--- src/rtl/core/nrcw_pkg.sv ---
// nrcw_pkg: shared types, codes, register reset values and helpers of the
// newreno congestion window engine; no dependencies

package nrcw_pkg;

	localparam int BYTE_W  = 32;
	localparam int TIME_W  = 48;
	localparam int REG_W   = 16;
	localparam int NUM_W   = BYTE_W + REG_W;
	localparam int CFG_IDX_W = 3;
	localparam int STEP_W  = $clog2(NUM_W + 1);

	// event codes
	typedef enum logic [2:0] {
		OP_START     = 3'd0,
		OP_SENT      = 3'd1,
		OP_REMOVE    = 3'd2,
		OP_ACK_BEGIN = 3'd3,
		OP_ACKED     = 3'd4,
		OP_LOSS      = 3'd5
	} op_t;

	// fault codes
	localparam logic [1:0] FAULT_NONE      = 2'd0;
	localparam logic [1:0] FAULT_UNDERFLOW = 2'd1;
	localparam logic [1:0] FAULT_OVERFLOW  = 2'd2;

	// register indexes
	localparam logic [CFG_IDX_W-1:0] REG_PACKET_LEN  = 3'd0;
	localparam logic [CFG_IDX_W-1:0] REG_MIN_WINDOW  = 3'd1;
	localparam logic [CFG_IDX_W-1:0] REG_MAX_WINDOW  = 3'd2;
	localparam logic [CFG_IDX_W-1:0] REG_INIT_WINDOW = 3'd3;
	localparam logic [CFG_IDX_W-1:0] REG_AVOID_LEN   = 3'd4;

	// register reset values
	localparam logic [REG_W-1:0] RST_PACKET_LEN  = 16'd1252;
	localparam logic [REG_W-1:0] RST_MIN_WINDOW  = 16'd2;
	localparam logic [REG_W-1:0] RST_MAX_WINDOW  = 16'd2000;
	localparam logic [REG_W-1:0] RST_INIT_WINDOW = 16'd10;
	localparam logic [REG_W-1:0] RST_AVOID_LEN   = 16'd1252;

	// sequencer states
	typedef enum logic [3:0] {
		ST_IDLE,
		ST_MUL_HI,
		ST_MUL_LO,
		ST_MUL_X,
		ST_DIV_GO,
		ST_DIV_WAIT,
		ST_APPLY,
		ST_BOUND,
		ST_FINISH
	} state_t;

	// divider request and response
	typedef struct packed {
		logic              start;
		logic [NUM_W-1:0]  num;
		logic [BYTE_W-1:0] den;
	} div_req_t;

	typedef struct packed {
		logic              done;
		logic [NUM_W-1:0]  quot;
	} div_rsp_t;

	// clip to the upper limit, then raise to the lower one (the lower wins)
	function automatic logic [BYTE_W-1:0] bound_window(
		input logic [BYTE_W-1:0] w,
		input logic [BYTE_W-1:0] hi,
		input logic [BYTE_W-1:0] lo
	);
		logic [BYTE_W-1:0] r;
		r = (w > hi) ? hi : w;
		if (r < lo) r = lo;
		return r;
	endfunction

	localparam logic [BYTE_W-1:0] RST_WINDOW = bound_window(
		BYTE_W'(RST_INIT_WINDOW) * BYTE_W'(RST_PACKET_LEN),
		BYTE_W'(RST_MAX_WINDOW) * BYTE_W'(RST_PACKET_LEN),
		BYTE_W'(RST_MIN_WINDOW) * BYTE_W'(RST_PACKET_LEN));

endpackage

--- src/rtl/core/newreno_congestion_window.sv ---
// newreno_congestion_window: per-connection newreno window engine, top level
// depends on nrcw_pkg and nrcw_divider
//
// usage
//  - config channel (cfg_valid/cfg_ready, cfg_index, cfg_data) writes the five
//    16-bit registers; cfg_ready is always high, indexes past the list are dropped
//  - input channel (in_valid/in_stall) carries one event per transaction; a
//    transaction completes when in_valid is high and in_stall is low
//  - output channel (out_valid/out_stall) returns exactly one result per event
//    with the state after that event
//  - one event at a time: a small sequencer drives a single 32x16 multiplier
//    (window limits, initial window, avoidance numerator) and then a radix-2
//    divider for congestion-avoidance growth
//  - an input transaction passes through the limit products, the event product,
//    an optional division for congestion-avoidance growth, apply, bound and
//    finish before out_valid; in_stall drops in the same cycle out_valid rises
//  - a new event is taken only after the previous one has left the sequencer
//  - a result waiting on out_stall does not block the next event, which runs
//    until its own result is ready and then holds until the output is free
//  - reset clears the registers to their defaults and the state to the start
//    values: window 12520, threshold all ones, flight and recovery zero

module newreno_congestion_window import nrcw_pkg::*; (
	input  logic                 clk,
	input  logic                 arst_n,
	// configuration
	input  logic                 cfg_valid,
	output logic                 cfg_ready,
	input  logic [CFG_IDX_W-1:0] cfg_index,
	input  logic [REG_W-1:0]     cfg_data,
	// events
	input  logic                 in_valid,
	output logic                 in_stall,
	input  logic [2:0]           opcode,
	input  logic [31:0]          byte_count,
	input  logic [TIME_W-1:0]    sent_time,
	input  logic [TIME_W-1:0]    now_time,
	input  logic                 last_of_ack,
	input  logic                 persistent,
	// results
	output logic                 out_valid,
	input  logic                 out_stall,
	output logic [31:0]          window_bytes,
	output logic [31:0]          threshold_bytes,
	output logic [31:0]          flight_bytes,
	output logic [31:0]          writable_bytes,
	output logic                 slow_start,
	output logic [1:0]           fault
);

	localparam logic [BYTE_W-1:0] BYTE_MAX = '1;

	// configuration registers
	logic [REG_W-1:0] packet_len_q, min_pkts_q, max_pkts_q, init_pkts_q, avoid_len_q;

	// connection state
	logic [BYTE_W-1:0] window_q, thr_q, flight_q;
	logic [TIME_W-1:0] rec_end_q;
	logic              rec_valid_q;

	// captured event
	logic [2:0]        op_q;
	logic [BYTE_W-1:0] bytes_q;
	logic [TIME_W-1:0] sent_q, now_q;
	logic              last_q, pers_q;

	// sequencer working registers
	logic [BYTE_W-1:0] hi_q, lo_q;
	logic [NUM_W-1:0]  prod_q;
	logic [1:0]        fault_q;
	logic              bound_q, copy_q;

	// output registers
	logic              out_valid_q;
	logic [BYTE_W-1:0] win_out_q, thr_out_q, flt_out_q, wr_out_q;
	logic              ss_out_q;
	logic [1:0]        fault_out_q;

	state_t state_q, state_d;

	// sequencer controls
	logic in_take, out_load, div_start;

	// shared multiplier
	logic [BYTE_W-1:0] mul_a;
	logic [REG_W-1:0]  mul_b;
	logic [NUM_W-1:0]  mul_p;

	div_req_t div_req;
	div_rsp_t div_rsp;

	logic grow, in_ss, new_loss, need_div;
	logic [BYTE_W:0]   add_bytes;
	logic [NUM_W:0]    add_quot;
	logic [BYTE_W-1:0] win_bounded;
	logic [BYTE_W-1:0] sub_flight;
	logic              sub_under;

	assign cfg_ready = 1'b1;

	always_ff @(posedge clk or negedge arst_n) begin
		if (!arst_n) begin
			packet_len_q <= RST_PACKET_LEN;
			min_pkts_q   <= RST_MIN_WINDOW;
			max_pkts_q   <= RST_MAX_WINDOW;
			init_pkts_q  <= RST_INIT_WINDOW;
			avoid_len_q  <= RST_AVOID_LEN;
		end else if (cfg_valid) begin
			case (cfg_index)
				REG_PACKET_LEN:  packet_len_q <= cfg_data;
				REG_MIN_WINDOW:  min_pkts_q   <= cfg_data;
				REG_MAX_WINDOW:  max_pkts_q   <= cfg_data;
				REG_INIT_WINDOW: init_pkts_q  <= cfg_data;
				REG_AVOID_LEN:   avoid_len_q  <= cfg_data;
				default: ;
			endcase
		end
	end

	// event decode on the captured transaction
	assign grow     = !(rec_valid_q && (sent_q < rec_end_q));
	assign in_ss    = window_q < thr_q;
	assign new_loss = !rec_valid_q || (rec_end_q < sent_q);
	assign need_div = (op_q == OP_ACKED) && grow && !in_ss;

	// multiplier operand selection: limits first, then the per-event product
	always_comb begin
		mul_a = BYTE_W'(max_pkts_q);
		mul_b = packet_len_q;
		case (state_q)
			ST_MUL_LO: begin
				mul_a = BYTE_W'(min_pkts_q);
			end
			ST_MUL_X: begin
				if (op_q == OP_START) begin
					mul_a = BYTE_W'(init_pkts_q);
				end else begin
					mul_a = bytes_q;
					mul_b = avoid_len_q;
				end
			end
			default: ;
		endcase
	end

	assign mul_p = mul_a * mul_b;

	// avoidance growth divides by the window, a zero window counts as one
	assign div_req.start = div_start;
	assign div_req.num   = prod_q;
	assign div_req.den   = (window_q != '0) ? window_q : BYTE_W'(1);

	nrcw_divider u_div (
		.clk    (clk),
		.arst_n (arst_n),
		.req    (div_req),
		.rsp    (div_rsp)
	);

	// next state
	always_comb begin
		state_d = state_q;
		case (state_q)
			ST_IDLE:     if (in_valid) state_d = ST_MUL_HI;
			ST_MUL_HI:   state_d = ST_MUL_LO;
			ST_MUL_LO:   state_d = ST_MUL_X;
			ST_MUL_X:    state_d = need_div ? ST_DIV_GO : ST_APPLY;
			ST_DIV_GO:   state_d = ST_DIV_WAIT;
			ST_DIV_WAIT: if (div_rsp.done) state_d = ST_APPLY;
			ST_APPLY:    state_d = ST_BOUND;
			ST_BOUND:    state_d = ST_FINISH;
			ST_FINISH:   if (!out_valid_q || !out_stall) state_d = ST_IDLE;
			default:     state_d = ST_IDLE;
		endcase
	end

	// sequencer outputs
	always_comb begin
		in_stall  = 1'b1;
		in_take   = 1'b0;
		out_load  = 1'b0;
		div_start = 1'b0;
		case (state_q)
			ST_IDLE: begin
				in_stall = 1'b0;
				in_take  = in_valid;
			end
			ST_DIV_GO: begin
				div_start = 1'b1;
			end
			ST_FINISH: begin
				out_load = !out_valid_q || !out_stall;
			end
			default: ;
		endcase
	end

	always_ff @(posedge clk or negedge arst_n) begin
		if (!arst_n) begin
			state_q <= ST_IDLE;
		end else begin
			state_q <= state_d;
		end
	end

	// saturating and clamping arithmetic for the apply step
	assign add_bytes  = {1'b0, flight_q} + {1'b0, bytes_q};
	assign sub_under  = bytes_q > flight_q;
	assign sub_flight = sub_under ? '0 : flight_q - bytes_q;
	assign add_quot   = (NUM_W + 1)'(window_q) + {1'b0, div_rsp.quot};
	assign win_bounded = bound_q ? bound_window(window_q, hi_q, lo_q) : window_q;

	logic [BYTE_W:0] win_plus_bytes;
	assign win_plus_bytes = {1'b0, window_q} + {1'b0, bytes_q};

	always_ff @(posedge clk) begin
		if (in_take) begin
			op_q    <= opcode;
			bytes_q <= byte_count;
			sent_q  <= sent_time;
			now_q   <= now_time;
			last_q  <= last_of_ack;
			pers_q  <= persistent;
		end
		case (state_q)
			ST_MUL_HI: hi_q   <= mul_p[BYTE_W-1:0];
			ST_MUL_LO: lo_q   <= mul_p[BYTE_W-1:0];
			ST_MUL_X:  prod_q <= mul_p;
			default: ;
		endcase
	end

	// connection state and per-event flags
	always_ff @(posedge clk or negedge arst_n) begin
		if (!arst_n) begin
			window_q    <= RST_WINDOW;
			thr_q       <= BYTE_MAX;
			flight_q    <= '0;
			rec_end_q   <= '0;
			rec_valid_q <= 1'b0;
			fault_q     <= FAULT_NONE;
			bound_q     <= 1'b0;
			copy_q      <= 1'b0;
		end else begin
			case (state_q)
				ST_APPLY: begin
					fault_q <= FAULT_NONE;
					bound_q <= 1'b0;
					copy_q  <= 1'b0;
					case (op_q)
						OP_START: begin
							window_q    <= prod_q[BYTE_W-1:0];
							thr_q       <= BYTE_MAX;
							flight_q    <= '0;
							rec_end_q   <= '0;
							rec_valid_q <= 1'b0;
							bound_q     <= 1'b1;
						end
						OP_SENT: begin
							if (add_bytes[BYTE_W]) begin
								flight_q <= BYTE_MAX;
								fault_q  <= FAULT_OVERFLOW;
							end else begin
								flight_q <= add_bytes[BYTE_W-1:0];
							end
						end
						OP_REMOVE, OP_ACK_BEGIN: begin
							flight_q <= sub_flight;
							if (sub_under) fault_q <= FAULT_UNDERFLOW;
						end
						OP_ACKED: begin
							bound_q <= last_q;
							if (grow) begin
								if (in_ss) begin
									if (win_plus_bytes[BYTE_W]) begin
										window_q <= BYTE_MAX;
										fault_q  <= FAULT_OVERFLOW;
									end else begin
										window_q <= win_plus_bytes[BYTE_W-1:0];
									end
								end else begin
									if (add_quot[NUM_W:BYTE_W] != '0) begin
										window_q <= BYTE_MAX;
										fault_q  <= FAULT_OVERFLOW;
									end else begin
										window_q <= add_quot[BYTE_W-1:0];
									end
								end
							end
						end
						OP_LOSS: begin
							flight_q <= sub_flight;
							if (sub_under) fault_q <= FAULT_UNDERFLOW;
							// a loss past the recovery point opens a new recovery
							if (new_loss) begin
								rec_end_q   <= now_q;
								rec_valid_q <= 1'b1;
								window_q    <= window_q >> 1;
								bound_q     <= 1'b1;
								copy_q      <= 1'b1;
							end
						end
						default: ;
					endcase
				end
				ST_BOUND: begin
					if (copy_q) thr_q <= win_bounded;
					// persistent congestion collapses to the minimum window
					if ((op_q == OP_LOSS) && pers_q) begin
						window_q <= lo_q;
					end else begin
						window_q <= win_bounded;
					end
				end
				default: ;
			endcase
		end
	end

	// output register, loaded once the previous result has left
	always_ff @(posedge clk or negedge arst_n) begin
		if (!arst_n) begin
			out_valid_q <= 1'b0;
		end else if (out_load) begin
			out_valid_q <= 1'b1;
		end else if (!out_stall) begin
			out_valid_q <= 1'b0;
		end
	end

	always_ff @(posedge clk) begin
		if (out_load) begin
			win_out_q   <= window_q;
			thr_out_q   <= thr_q;
			flt_out_q   <= flight_q;
			wr_out_q    <= (flight_q > window_q) ? '0 : window_q - flight_q;
			ss_out_q    <= window_q < thr_q;
			fault_out_q <= fault_q;
		end
	end

	assign out_valid       = out_valid_q;
	assign window_bytes    = win_out_q;
	assign threshold_bytes = thr_out_q;
	assign flight_bytes    = flt_out_q;
	assign writable_bytes  = wr_out_q;
	assign slow_start      = ss_out_q;
	assign fault           = fault_out_q;

endmodule

--- src/rtl/core/nrcw_divider.sv ---
// nrcw_divider: radix-2 restoring divider, one quotient bit per cycle
// depends on nrcw_pkg

module nrcw_divider import nrcw_pkg::*; (
	input  logic     clk,
	input  logic     arst_n,
	input  div_req_t req,
	output div_rsp_t rsp
);

	logic [NUM_W-1:0]  num_q;
	logic [BYTE_W-1:0] den_q;
	logic [BYTE_W-1:0] rem_q;
	logic [STEP_W-1:0] cnt_q;
	logic              busy_q;
	logic              done_q;

	logic [BYTE_W:0] rem_sh;
	logic [BYTE_W:0] rem_sub;
	logic            ge;

	assign rem_sh  = {rem_q, num_q[NUM_W-1]};
	assign ge      = rem_sh >= {1'b0, den_q};
	assign rem_sub = rem_sh - {1'b0, den_q};

	always_ff @(posedge clk or negedge arst_n) begin
		if (!arst_n) begin
			busy_q <= 1'b0;
			done_q <= 1'b0;
			cnt_q  <= '0;
		end else begin
			done_q <= 1'b0;
			if (req.start) begin
				busy_q <= 1'b1;
				cnt_q  <= STEP_W'(NUM_W);
			end else if (busy_q) begin
				cnt_q <= cnt_q - STEP_W'(1);
				if (cnt_q == STEP_W'(1)) begin
					busy_q <= 1'b0;
					done_q <= 1'b1;
				end
			end
		end
	end

	always_ff @(posedge clk) begin
		if (req.start) begin
			num_q <= req.num;
			den_q <= req.den;
			rem_q <= '0;
		end else if (busy_q) begin
			rem_q <= ge ? rem_sub[BYTE_W-1:0] : rem_sh[BYTE_W-1:0];
			num_q <= {num_q[NUM_W-2:0], ge};
		end
	end

	assign rsp.done = done_q;
	assign rsp.quot = num_q;

endmodule
--- config.mk ---
export PLATFORM = sky130hd
export DESIGN_NAME = newreno_congestion_window
export DESIGN_NICKNAME = d
export VERILOG_FILES = /design/src/rtl/core/nrcw_pkg.sv /design/src/rtl/core/newreno_congestion_window.sv /design/src/rtl/core/nrcw_divider.sv
export SDC_FILE = /design/constraint.sdc
export NUM_CORES = 2
export LEC_CHECK = 0
export ABC_AREA = 0
export BUFFER_PORTS_ARGS = -buffer_cell sky130_fd_sc_hd__buf_2
export CORE_UTILIZATION = 55
export DETAILED_ROUTE_END_ITERATION = 12
export PLACE_DENSITY = 0.85
export SLEW_MARGIN = 30
export SYNTH_ARGS = -nofsm -noshare
export SYNTH_HDL_FRONTEND = slang
export SYNTH_SLANG_ARGS = --single-unit
--- constraint.sdc ---
create_clock -name clk -period 13.3 [get_ports clk]
set_clock_uncertainty 0.05 [all_clocks]
set_input_delay 0.665 -clock clk [delete_from_list [all_inputs] [get_ports clk]]
set_output_delay 0.665 -clock clk [all_outputs]
set_load 0.05 [all_outputs]
After elaboration in Yosys (flattened, before gate mapping)
Index checks and enable logic that the tools add are counted.
{"block": "totals", "ff_bits": 730, "output_inout_bits": 134, "inputBits": 157}
{"block": "op_classes", "multipliers": 1, "reduce_logical": 31, "n_eq_ne": 28, "addsub": 7, "magnitude_cmp": 8, "mux": 57}
{"operator": "$mux 32", "count": 15}
{"operator": "$pmux 32 s2", "count": 3}
{"operator": "$pmux 32 s3", "count": 2}
{"operator": "$mux 48", "count": 3}
{"operator": "$gt 32x32->1", "count": 3}
{"operator": "$lt 48x48->1", "count": 2}
{"operator": "$pmux 48 s2", "count": 1}
{"operator": "$sub 32x32->32", "count": 3}
{"operator": "$add 32x32->33", "count": 2}
{"operator": "$lt 32x32->1", "count": 2}
{"operator": "$add 32x48->49", "count": 1}
{"operator": "$mul 32x16->48", "count": 1}
{"operator": "$pmux 4 s9", "count": 1}
{"operator": "$ge 33x32->1", "count": 1}
{"operator": "$mux 16", "count": 2}
{"operator": "$reduce_bool 32->1", "count": 1}
{"operator": "$reduce_bool 17->1", "count": 1}
{"operator": "$eq 4x3->1 const B", "count": 4}
{"operator": "$mux 1", "count": 16}
{"operator": "$eq 3x2->1 const B", "count": 4}
{"operator": "$mux 2", "count": 6}
{"operator": "$mux 4", "count": 3}
{"operator": "$mux 6", "count": 2}
{"operator": "$reduce_and 2->1", "count": 6}
{"operator": "other kinds (24)", "count": 47}

Depth between registers and ports, before layout
{"block": "logic_depth", "depth_word": 7, "depth_mapped": 34, "depth_no_buf": 31}

By module
From an unflattened synthesis, not the netlist that was laid out.
{"block": "hier_totals", "cells_unflattened": 5974, "hier_area_um2": 58484.8}
{"module": "newreno_congestion_window", "area_each_um2": 51828.5, "cells_per_inst": 5368, "n_inst": 1}
{"module": "nrcw_divider", "area_each_um2": 6656.4, "cells_per_inst": 606, "n_inst": 1}

Least setup slack after synthesis
Ideal clock, no wire load.
{"block": "synth_path", "path_type": "register -> register", "start": "reg state_q[2]", "end": "reg prod_q[47], data pin", "period_less_slack_ns": 9.210, "stages_incl_launch_ff": 31, "t_arrival_ns": 8.900, "path_slack_ns": 4.090, "setup_time_ns": 0.260, "path_buffers": 3, "t_required_ns": 12.990, "cell_sequence": "dfrtp_1 -> clkbuf_1 -> nor2_1 -> nand3_1 -> clkinv_1 -> nand2b_1 -> clkbuf_1 -> buf_1 -> a21o_1 -> nand2_1 -> fa_1 -> fa_1 -> fa_1 -> inv_1 -> fa_1 -> fa_1 -> inv_1 -> fa_1 -> inv_1 -> ha_1 -> a211oi_1 -> nor2_1 -> o41ai_1 -> a21oi_1 -> o21ai_0 -> nor4bb_1 -> o21a_1 -> nor3_1 -> or3_1 -> a31oi_1 -> xnor2_1"}
{"block": "synth_between", "elab_chain_cells": 3, "elab_cells_between_ends": 5}
{"item": "start, declared", "line_no": "newreno_congestion_window.sv:79", "source": "state_t state_q, state_d;"}
{"item": "start signal, assigned", "line_no": "newreno_congestion_window.sv:202", "source": "state_q <= state_d;"}
{"item": "$eq 4x2->1", "line_no": "newreno_congestion_window.sv:130", "source": "case (state_q)"}
{"item": "$pmux 32 s2 / $mux 16 (equally long branches)", "line_no": "newreno_congestion_window.sv:130"}
{"item": "$mul 32x16->48 *", "line_no": "newreno_congestion_window.sv:146", "source": "assign mul_p = mul_a * mul_b;"}
{"item": "net mul_p[47]", "line_no": "newreno_congestion_window.sv:87", "source": "logic [NUM_W-1:0] mul_p;"}
{"item": "end signal, assigned", "line_no": "newreno_congestion_window.sv:228", "source": "ST_MUL_X: prod_q <= mul_p;"}
{"item": "end, declared", "line_no": "newreno_congestion_window.sv:69", "source": "logic [NUM_W-1:0] prod_q;"}
Mark *: on every way through the listed nets, which the timed path passes. The rest lies on a longest branch.
A chain may end at the register's enable or synchronous reset.

Worst setup path after layout
{"block": "layout_path", "start": "reg state_q[3]", "end": "reg prod_q[47], data pin"}
Same word-level chain as after synthesis.

==> results.txt <==
For the placeable core area, the log shows 105600 µm². The combined global-route utilization of all metal layers was 0.3673; the slew at the pin closest to its max-slew limit was 1114 ps. The logs give 150200 µm for the total half-perimeter wirelength after legalization and detailed placement and 7076 for the net count of the mapped netlist. The startpoint identified for the worst register-to-register timing path is state_q[3]. Based on the critical path, the design can be clocked at up to 0.09685 GHz. Clock-pin slew was measured on the worst setup and hold paths at 60 ps.

Counting flops with a built-in enable in the synthesized netlist gives 456. Summed over all layers, the routed wires come to 200900 µm. The count of max-cap constraint violations came out at 0. The share of the clock period used by the worst path is 0.7763. The die outline height is 328.7 µm, and the yosys synthesis warning count is 0.

The tools report the clock tree root driver cell as sky130_fd_sc_hd__clkbuf_16. The logs give 0 ps for the sum of negative setup slack and 48050 for the via count of the first global-routing pass. Summing all placed instances gives a cell area of 61740 µm². CTS built an H-tree with a depth of 3.

Counting along the longest clock path gives a buffer depth of 3. The run gives 0 as the count of nets left with antenna violations after detail routing. The initial core utilization is 0.5562. The count of state elements after synthesis was 730.

Setup repair after global routing left no endpoint under its margin. The worst setup path is of the reg -> reg kind. The tightest min-delay check is of the in -> async type. The total overflow left after global routing is 0. The count of buffers from port buffering came out at 289.

The logs give 297000 µm for the first-pass GRT wire length and 0 for the quantity of hold-fixing buffers added after cts. Leaving out fill and tap cells, the most frequent cell in the layout is sky130_fd_sc_hd__inv_1. After floorplanning, the core was divided into 119 placement rows. The largest individual stage delay along the critical path comes from the cell sky130_fd_sc_hd__buf_4. Data on the critical path is required at its endpoint by 13680 ps. The fraction of final layout cells sized beyond drive strength 1 was 0.1212.

During I/O placement, the number of pins put on the boundary was 291. Buffers added to address setup during post-CTS repair amount to 0. The critical path contains buffers and inverters numbering 7 combined.

The checks that failed: design-rule violations, negative hold slack. Dividing the detail-routed wire length by the instance count gives 26.05 µm. For the initial antenna violation count, the log shows 10. The run gives 0.3485 as the proportion of synthesized chip area in sequential cells.

The final layout contains 7280 nets. The max-slew violation count was 0; the worst slack on hold paths was -10.58 ps. Dividing the synthesized area by the synthesized cell count gives 9.722 µm².

TritonCTS built the clock tree. The die is 328.7 µm wide. The area growth from synthesis to layout was 10.06%. The later pin in the worst-skew pair is clocked with a latency of 700 ps. The synthesized netlist contains 115 unique library cells. For the pin count of the biggest net entering global routing, the log shows 96.

The run gives 7547 as the count of placed standard cells including taps. The finished layout holds 7709 standard cells, fillers aside. Synthesis produced 6039 cells. For the number of setup violations in the final report, the log shows 0. Grouping stages by cell kind, the critical path spends the most delay in adder cells.

The flow ran to the end, but the final reports show violations. STA classifies the critical path endpoint as a flip-flop. The tools report the worst endpoint data arrival time as 10710 ps. The most critical setup path has its startpoint at state_q[3]. The via-per-instance ratio was 6.396.

The routed design could run at a clock period as short as 10330 ps. The worst relative slew slack is 0.2547, and the hold violation total from the final report is 2. The run gives 5623 as the number of design-rule violations left by the first detailed-router iteration. The async set or reset register ratio after synthesis is 0.3315. The most prevalent standard cell on the critical path is sky130_fd_sc_hd__fa_1.

Commonest register cell after synthesis: sky130_fd_sc_hd__edfxtp_1. The final route contains 49310 vias. The delay of the slowest cell on the worst path was 680 ps; the total CTS buffers was 82. The logs give 730 for the TritonCTS sink count and 108100 µm² for the area of the die. For this run, design rule violations remaining after detail routing come to 10. The first detailed-routing pass ran for 10 iterations. The post-cts sizing count came out at 0. Design area: 64620 µm². Type of element launching the critical path: a flip-flop. The library cells used most frequently in the layout, excluding fill and tap cells, are sky130_fd_sc_hd__inv_1 (779), sky130_fd_sc_hd__nand2_1 (677), sky130_fd_sc_hd__ha_1 (456), sky130_fd_sc_hd__edfxtp_1 (456), sky130_fd_sc_hd__fa_1 (424). The mapped netlist covers 58710 µm². The weighted congestion at the end of routability-driven global placement was 1.050; the largest fanout on the critical path was 55.
[metal layers]
layer  track usage  part of all wire  vias up
met1        0.4747              0.37    23940
met4        0.2155             0.070       12
met2        0.5411              0.43     3275
li1              -                 -    21320
met3        0.1170              0.13      756
met5             0           0.00040        -
[path summary, 6_finish.rpt]
kind / to / slack [ps] / cells after the start
min in group clk: now_q[32] / 90 / 1
max in group asynchronous: rec_end_q[36] / 11860 / 2
hold / removal: rec_end_q[10] / -10 / 1
hold reg to reg: rec_end_q[41] / 410 / 1
setup reg to reg: prod_q[47] / 2970 / 30
setup / recovery: prod_q[47] / 2970 / 30
[metrics by stage]
| stage | hold slack, ps | utilization | worst slack [ps] |
|---|---|---|---|
| finish | -10.58 | 0.6121 | 2975 |
| global route | 28.67 | 0.6120 | 2534 |
| CTS | 15.16 | 0.6114 | 3227 |
| detailed placement | 398.5 | 0.5849 | 3233 |
| global placement | 389.3 | 0.5845 | 3119 |
| floorplan | 319.4 | - | 4090 |
[synthesized netlist by cell type, drive strengths merged (76+ instances only)]
library cell	n	share of area
a21o	167	0.021
clkbuf	243	0.016
inv	782	0.050
mux2	86	0.016
mux2i	76	0.013
a21oi	331	0.029
nand3	110	0.0094
and3	101	0.011
nand2	678	0.043
dfrtp	185	0.079
edfxtp	456	0.23
nor2	408	0.026
ha	456	0.097
nor3	77	0.0068
fa	424	0.14
xnor2	105	0.016
o21ai	280	0.024
[cells by family (layout without fill, tap and decap cells)]
group,after synthesis,count (layout),share of synthesized area
buf+inv,1066,1339,0.06941
flops,730,730,0.3485
xor+xnor,153,153,0.02282
fa+ha+maj,880,880,0.2418
other cells,1,7,0.00006387
mux,162,162,0.02945
compound gates,1368,1368,0.1570
simple gates,1679,1679,0.1310
[sequential cells by signal, summed over array words and instances (netlist names), 48 cells and up]
signal,cells
rec_end_q,48
now_q,48
u_div.num_q,48
sent_q,48
prod_q,48
[final cells by class]
class / instances / area, µm²
antenna: 6 / 15.01
clock buffer: 100 / 2171
clock inverter: 53 / 625.6
fill: 8516 / 40950
inverter: 784 / 2943
multi-input combinational: 4243 / 34320
sequential: 730 / 20460
tap: 1391 / 1740
timing repair buffer: 402 / 2342
Power is not shown: default switching activity piles up to over one toggle a cycle in this logic, so the estimate is an artifact.
